`config.mk`:
```
export PLATFORM = sky130hd
export DESIGN_NAME = serial_frame_deframer_reinject
export DESIGN_NICKNAME = d
export VERILOG_FILES = /design/src/rtl/sfd_pkg.sv /design/src/rtl/sfd_ram.sv /design/src/rtl/serial_frame_deframer_reinject.sv
export SDC_FILE = /design/constraint.sdc
export NUM_CORES = 1
export LEC_CHECK = 0
export ABC_AREA = 0
export BUFFER_PORTS_ARGS = -buffer_cell sky130_fd_sc_hd__buf_2
export CAP_MARGIN = 20
export CORE_MARGIN = 2
export CORE_UTILIZATION = 38
export CTS_CLUSTER_SIZE = 10
export DETAILED_ROUTE_END_ITERATION = 8
export GPL_TIMING_DRIVEN = 0
export PLACE_DENSITY_LB_ADDON = 0.2
export SYNTH_ARGS = -nofsm -noshare
export SYNTH_HDL_FRONTEND = slang
export SYNTH_SLANG_ARGS = --single-unit
```
`constraint.sdc`:
```
create_clock -name i_clk -period 7.66 [get_ports i_clk]
set_input_delay 0.766 -clock i_clk [delete_from_list [all_inputs] [get_ports i_clk]]
set_output_delay 0.766 -clock i_clk [all_outputs]
set_load 0.02 [all_outputs]
```
`src/rtl/sfd_pkg.sv`:
```
// Shared widths, register map and reset values for the serial frame deframer.
package sfd_pkg;

    localparam int BYTE_W = 8;
    localparam int LEN_W  = 6;
    localparam int ADDR_W = 4;
    localparam int DATA_W = 32;

    typedef enum logic [1:0] {
        REG_HEADER    = 2'd0,
        REG_FOOTER_F1 = 2'd1,
        REG_FOOTER_F2 = 2'd2,
        REG_FOOTER_F3 = 2'd3
    } t_reg_idx;

    localparam logic [BYTE_W-1:0] HEADER_RST    = 8'hAA;
    localparam logic [BYTE_W-1:0] FOOTER_F1_RST = 8'h55;
    localparam logic [BYTE_W-1:0] FOOTER_F2_RST = 8'h44;
    localparam logic [BYTE_W-1:0] FOOTER_F3_RST = 8'h33;

endpackage

```
`src/rtl/sfd_ram.sv`:
```
// Generic single-port-write, single-port-read RAM with registered read data.
module sfd_ram #(
    parameter int WIDTH = 8,
    parameter int DEPTH = 64
) (
    input  logic                     i_clk,
    input  logic                     i_we,
    input  logic [$clog2(DEPTH)-1:0] i_waddr,
    input  logic [WIDTH-1:0]         i_wdata,
    input  logic                     i_re,
    input  logic [$clog2(DEPTH)-1:0] i_raddr,
    output logic [WIDTH-1:0]         o_rdata
);

    logic [WIDTH-1:0] r_mem [DEPTH];
    logic [WIDTH-1:0] r_rdata;

    always_ff @(posedge i_clk) begin
        if (i_we) begin
            r_mem[i_waddr] <= i_wdata;
        end
        if (i_re) begin
            r_rdata <= r_mem[i_raddr];
        end
    end

    assign o_rdata = r_rdata;

endmodule

```
`src/rtl/serial_frame_deframer_reinject.sv`:
```
// Header/footer byte deframer. A received byte is normally taken and written straight
// into the payload RAM. When a broken footer puts its matched bytes back as data,
// the extra bytes go through the single RAM write port one per cycle, and no input
// transfer is taken until they are all written. A complete footer starts the drain:
// each payload byte goes through a registered RAM read (S_RD) and then a load of the
// output register (S_LD), which waits while the output is stalled; an empty frame still
// gives one zero result, and no input transfer is taken while the drain runs. There is no
// clearing pass after reset: only entries already written in the current frame are output.
module serial_frame_deframer_reinject #(
    parameter int BUFFER_BYTES = 64
) (
    input  logic                                i_clk,
    input  logic                                i_rst_n,
    // received byte channel
    input  logic                                i_rx_valid,
    output logic                                o_rx_stall,
    input  logic [sfd_pkg::BYTE_W-1:0]          i_rx_byte,
    // result channel
    output logic                                o_res_valid,
    input  logic                                i_res_stall,
    output logic [sfd_pkg::BYTE_W-1:0]          o_payload_byte,
    output logic [sfd_pkg::LEN_W-1:0]           o_frame_length,
    output logic                                o_last_of_frame,
    // configuration port
    input  logic                                psel,
    input  logic                                penable,
    input  logic                                pwrite,
    input  logic [sfd_pkg::ADDR_W-1:0]          paddr,
    input  logic [sfd_pkg::DATA_W-1:0]          pwdata,
    output logic [sfd_pkg::DATA_W-1:0]          prdata,
    output logic                                pready
);

    localparam int AW = $clog2(BUFFER_BYTES);
    localparam int LW = sfd_pkg::LEN_W;
    localparam int BW = sfd_pkg::BYTE_W;
    localparam logic [LW:0] LIM1 = (LW+1)'(BUFFER_BYTES - 1);
    localparam logic [LW:0] LIM2 = (LW+1)'(BUFFER_BYTES - 2);
    localparam logic [LW:0] LIM3 = (LW+1)'(BUFFER_BYTES - 3);

    typedef enum logic [1:0] {
        PH_WAIT_HEADER,
        PH_IN_DATA,
        PH_AFTER_F1,
        PH_AFTER_F2
    } t_phase;

    typedef enum logic [1:0] {
        S_IDLE,
        S_PUT,
        S_RD,
        S_LD
    } t_state;

    // configuration registers
    logic [BW-1:0] r_header, r_foot1, r_foot2, r_foot3;

    t_state         r_state, n_state;
    t_phase         r_phase, n_phase;
    logic [LW-1:0]  r_count, n_count;
    logic [LW-1:0]  r_total, n_total;
    logic [LW-1:0]  r_idx, n_idx;
    logic [1:0][BW-1:0] r_q, n_q;
    logic [1:0]     r_wn, n_wn;
    logic           r_ovalid, n_ovalid;
    logic [BW-1:0]  r_obyte, n_obyte;
    logic [LW-1:0]  r_olen, n_olen;
    logic           r_olast, n_olast;

    logic           we;
    logic [BW-1:0]  wdata;
    logic           re;
    logic [BW-1:0]  rdata;
    logic           rx_take;
    logic           out_free;
    logic           is_last;
    logic [LW:0]    cnt_ext;
    logic           cfg_wr;
    sfd_pkg::t_reg_idx cfg_idx;

    sfd_ram #(
        .WIDTH (BW),
        .DEPTH (BUFFER_BYTES)
    ) u_store (
        .i_clk   (i_clk),
        .i_we    (we),
        .i_waddr (r_count[AW-1:0]),
        .i_wdata (wdata),
        .i_re    (re),
        .i_raddr (r_idx[AW-1:0]),
        .o_rdata (rdata)
    );

    assign o_rx_stall = (r_state != S_IDLE);
    assign rx_take    = i_rx_valid && !o_rx_stall;
    assign out_free   = !r_ovalid || !i_res_stall;
    assign cnt_ext    = {1'b0, r_count};
    assign is_last    = (r_total == '0) || (({1'b0, r_idx} + 1'b1) == {1'b0, r_total});
    assign re         = (r_state == S_RD);

    always_comb begin
        n_state  = r_state;
        n_phase  = r_phase;
        n_count  = r_count;
        n_total  = r_total;
        n_idx    = r_idx;
        n_q      = r_q;
        n_wn     = r_wn;
        n_ovalid = r_ovalid && i_res_stall;
        n_obyte  = r_obyte;
        n_olen   = r_olen;
        n_olast  = r_olast;
        we       = 1'b0;
        wdata    = i_rx_byte;

        case (r_state)
            S_IDLE: begin
                if (rx_take) begin
                    case (r_phase)
                        PH_WAIT_HEADER: begin
                            if (i_rx_byte == r_header) begin
                                n_phase = PH_IN_DATA;
                                n_count = '0;
                            end
                        end
                        PH_IN_DATA: begin
                            if (i_rx_byte == r_foot1) begin
                                n_phase = PH_AFTER_F1;
                            end else if (cnt_ext < LIM1) begin
                                we      = 1'b1;
                                n_count = r_count + 1'b1;
                            end else begin
                                n_phase = PH_WAIT_HEADER;
                                n_count = '0;
                            end
                        end
                        PH_AFTER_F1: begin
                            if (i_rx_byte == r_foot2) begin
                                n_phase = PH_AFTER_F2;
                            end else if (cnt_ext < LIM2) begin
                                // Put the first footer byte back now, the breaking byte next.
                                we      = 1'b1;
                                wdata   = r_foot1;
                                n_count = r_count + 1'b1;
                                n_q[0]  = i_rx_byte;
                                n_wn    = 2'd1;
                                n_phase = PH_IN_DATA;
                                n_state = S_PUT;
                            end else begin
                                n_phase = PH_WAIT_HEADER;
                                n_count = '0;
                            end
                        end
                        default: begin
                            if (i_rx_byte == r_foot3) begin
                                n_total = r_count;
                                n_idx   = '0;
                                n_phase = PH_WAIT_HEADER;
                                n_count = '0;
                                n_state = S_RD;
                            end else if (cnt_ext < LIM3) begin
                                we      = 1'b1;
                                wdata   = r_foot1;
                                n_count = r_count + 1'b1;
                                n_q[0]  = r_foot2;
                                n_q[1]  = i_rx_byte;
                                n_wn    = 2'd2;
                                n_phase = PH_IN_DATA;
                                n_state = S_PUT;
                            end else begin
                                n_phase = PH_WAIT_HEADER;
                                n_count = '0;
                            end
                        end
                    endcase
                end
            end
            S_PUT: begin
                we      = 1'b1;
                wdata   = r_q[0];
                n_count = r_count + 1'b1;
                n_q[0]  = r_q[1];
                n_wn    = r_wn - 1'b1;
                if (r_wn == 2'd1) begin
                    n_state = S_IDLE;
                end
            end
            S_RD: begin
                n_state = S_LD;
            end
            S_LD: begin
                if (out_free) begin
                    n_ovalid = 1'b1;
                    n_obyte  = (r_total == '0) ? '0 : rdata;
                    n_olen   = r_total;
                    n_olast  = is_last;
                    if (is_last) begin
                        n_state = S_IDLE;
                    end else begin
                        n_idx   = r_idx + 1'b1;
                        n_state = S_RD;
                    end
                end
            end
            default: begin
                n_state = S_IDLE;
            end
        endcase
    end

    assign cfg_wr  = psel && penable && pwrite;
    assign cfg_idx = sfd_pkg::t_reg_idx'(paddr[3:2]);

    always_ff @(posedge i_clk) begin
        if (!i_rst_n) begin
            r_state  <= S_IDLE;
            r_phase  <= PH_WAIT_HEADER;
            r_count  <= '0;
            r_ovalid <= 1'b0;
            r_header <= sfd_pkg::HEADER_RST;
            r_foot1  <= sfd_pkg::FOOTER_F1_RST;
            r_foot2  <= sfd_pkg::FOOTER_F2_RST;
            r_foot3  <= sfd_pkg::FOOTER_F3_RST;
        end else begin
            r_state  <= n_state;
            r_phase  <= n_phase;
            r_count  <= n_count;
            r_ovalid <= n_ovalid;
            if (cfg_wr) begin
                case (cfg_idx)
                    sfd_pkg::REG_HEADER:    r_header <= pwdata[BW-1:0];
                    sfd_pkg::REG_FOOTER_F1: r_foot1  <= pwdata[BW-1:0];
                    sfd_pkg::REG_FOOTER_F2: r_foot2  <= pwdata[BW-1:0];
                    sfd_pkg::REG_FOOTER_F3: r_foot3  <= pwdata[BW-1:0];
                    default: ;
                endcase
            end
        end
        r_total <= n_total;
        r_idx   <= n_idx;
        r_q     <= n_q;
        r_wn    <= n_wn;
        r_obyte <= n_obyte;
        r_olen  <= n_olen;
        r_olast <= n_olast;
    end

    always_comb begin
        case (cfg_idx)
            sfd_pkg::REG_HEADER:    prdata = {{(sfd_pkg::DATA_W-BW){1'b0}}, r_header};
            sfd_pkg::REG_FOOTER_F1: prdata = {{(sfd_pkg::DATA_W-BW){1'b0}}, r_foot1};
            sfd_pkg::REG_FOOTER_F2: prdata = {{(sfd_pkg::DATA_W-BW){1'b0}}, r_foot2};
            sfd_pkg::REG_FOOTER_F3: prdata = {{(sfd_pkg::DATA_W-BW){1'b0}}, r_foot3};
            default:                prdata = '0;
        endcase
    end

    assign pready          = 1'b1;
    assign o_res_valid     = r_ovalid;
    assign o_payload_byte  = r_obyte;
    assign o_frame_length  = r_olen;
    assign o_last_of_frame = r_olast;

endmodule

```
==> reports/results.ini <==
[cts]
cts_hold_buffers=0
cts_setup_buffers=0
cts-buffers-inserted=72
post_cts_resized=0
clk_pin_slew_ns=0.05
tritoncts=done
cts_sinks=608
clock_tree.htree_level_count=3
cts-root-buf=clkbuf_16
insertion_delay_ns=0.61
cts_max_path_buffers=3

[floorplan]
die_h_um=260
dieArea_sq_mm=0.0674
rows=93
die_w_um=260
pin_count=101
core-area_sq_mm=0.0645
initial_core_util_pct=38.5

[grt]
antenna_found_initial=2
grtUsageTotal_pct=18.0
grt_start_max_net_pins=65
overflow=0
grt_pass1_wl_mm=87.4
grt_pass1_vias=12922

[timing]
fin_skew_ns=0.0200
hold_violations=0
setup_viol=0
rsz0062_at_grt=no
tightestPinTransition_ns=1.07
finalSetupTns_ns=0
finalCritPeriodShare_pct=46.9
slew_violations=0
relSlewSlack_pct=28.5
fin_crit_ns=3.59
fmaxAchievable_ghz=0.278

[job]
drv_cap=0

[setup_path]
crit_top_cell=mux4_2
critPathMaxFanout=10
worstPathArrival_ns=3.91
cp_cell_sequence=clkbuf_1 > buf_2 > buf_1 > mux4_2 > mux4_2 > a22oi_1 > nand2_1
worst_setup_path_start_kind=flop
crit_family=buffers and inverters
slowest_delay_ns=0.77
crit_slowest_cell=buf_1
cp.required_ns=7.98
cp_num_buf_inv=3
crit_path_end_kind=flop
path_class=reg2reg

[synthesis]
synth_edf_count=565
synthCells=1306
synth_area_leaders=edfxtp_1, mux4_2, dfxtp_1, mux2i_1, nor2_1
synth_seq_area_share_pct=71.9
yosysWarningCount=0
synthFlopType=edfxtp_1
synth_largest_area_cell=edfxtp_1
synth.avg_cell_area_sq_um=19.0
ys_seq_elements=608
synthArstFlopShare_pct=0
synth_common_cells=edfxtp_1, mux4_2, nor2_1, nand2_1, dfxtp_1
synth_most_common_cell=edfxtp_1
synth_area_sq_mm=0.0248
yosysUniqueCellTypes=68
yosysTopAreaCellShare_pct=68.4

[worst_hold_path]
hold_class=in2reg

[place]
dp_cells=2253
placed_cell_area_sq_mm=0.0264
hpwl_mm=40.0
port_buffers=49
finalWeightedCongestion=0.858

[pwr]
leakage_nw=9.02
irDropWorstVdd_mv=0.160
power_density_mw_per_mm2=239

[detailed_routing]
antenna_left=0
first_iter_violations=1116
vias_per_cell=5.32
drcViolationCount=0
wl_per_cell_um=25.2
drt_pre_antenna_iters=5
vias=12545
drt-total-wl_mm=59.4

[final_layout]
num_antenna_cells=0
nets=1530
area_delta_synth_final_pct=15.0
fin_cells=2356
fin_area_sq_mm=0.0285
final_core_util_pct=44.3
drive_gt1_share_pct=27.1

[status]
status=finished clean

[cell type report]
cell class                 instances  area (sq um)
fill                            5616         35900
buffer                           100           548
clock buffer                      91          1890
timing repair buffer              72           514
multi-input combinational        609          6500
tap                              855          1070
clock inverter                     9           129
inverter                          12          45.0
sequential                       608         17800
[final timing paths]
kind,startpoint,end,slack (ns),depth (start not counted)
worst max-delay path,r_idx[1],u_store.o_rdata[3],4.07,7
worst max register to register,r_idx[1],u_store.o_rdata[3],4.07,7
worst min-delay path,i_rx_byte[0],r_q[8],0.38,1
worst min register to register,r_count[4],r_total[4],0.45,0
[layer usage]
metal / vias up / wire (um) / GRT usage, %
met5: - / 22 / 0
met4: 4 / 1490 / 4.98
met3: 90 / 4020 / 4.55
met2: 401 / 28300 / 28.7
met1: 6512 / 25500 / 24.5
li1: 5538 / - / -
[flip-flops by register name, indices dropped and copies added, names as in the netlist, 8 cells and up]
signal           count
u_store.o_rdata      8
o_payload_byte       8
r_header             8
r_foot3              8
u_store.r_mem      512
r_foot2              8
r_foot1              8
r_q                 16
[worst reg2reg max path, delay by kind of cell, from the launching register on]
kind | cells | cell delay (ns)
simple gates | 1 | 0.14
buf+inv | 3 | 1.33
mux | 2 | 1.00
flops | 1 | 0.35
compound gates | 1 | 0.48
[layout by cell type, fill, tap and decap left out, types with 7 or more instances in the layout]
cell / n
edfxtp_1: 565
mux4_2: 168
nor2_1: 85
buf_2: 79
clkbuf_16: 73
nand2_1: 55
clkbuf_1: 53
dfxtp_1: 43
mux2i_1: 33
buf_4: 32
nand3_1: 28
conb_1: 25
xor2_1: 21
a21oi_1: 20
xnor2_1: 20
a22oi_1: 16
nor3_1: 16
o21ai_0: 12
buf_1: 11
and2_1: 10
inv_1: 9
nor2b_1: 9
buf_12: 7
[power breakdown]
| part | switching, mW | internal [mW] |
|---|---|---|
| registers | 0.00350 | 3.63 |
| clock network | 1.28 | 1.77 |
| logic | 0.105 | 0.0463 |
[cells by family (layout without fill, tap and decap cells)]
group / after synthesis / in the layout / synth area share, %
compound gates: 93 / 93 / 2.78
simple gates: 240 / 240 / 4.48
buf+inv: 112 / 284 / 2.39
other cells: 2 / 25 / 0.0303
flops: 608 / 608 / 71.9
fa+ha+maj: 4 / 4 / 0.202
mux: 206 / 206 / 16.8
xor+xnor: 41 / 41 / 1.45
[per-stage QoR]
| step | total power, mW | setup slack, ns | hold slack, ns |
|---|---|---|---|
| 3_3_place_gp | 3.84 | 2.51 | 0.423 |
| 6_report | 6.83 | 4.07 | 0.377 |
| 4_1_cts | 6.90 | 4.02 | 0.341 |
| 5_1_grt | 7.04 | 4.01 | 0.346 |
| 2_1_floorplan | 3.79 | 4.36 | 0.403 |
| 3_5_place_dp | 3.85 | 3.49 | 0.428 |
No activity file was read; power rests on OpenSTA's default activity.
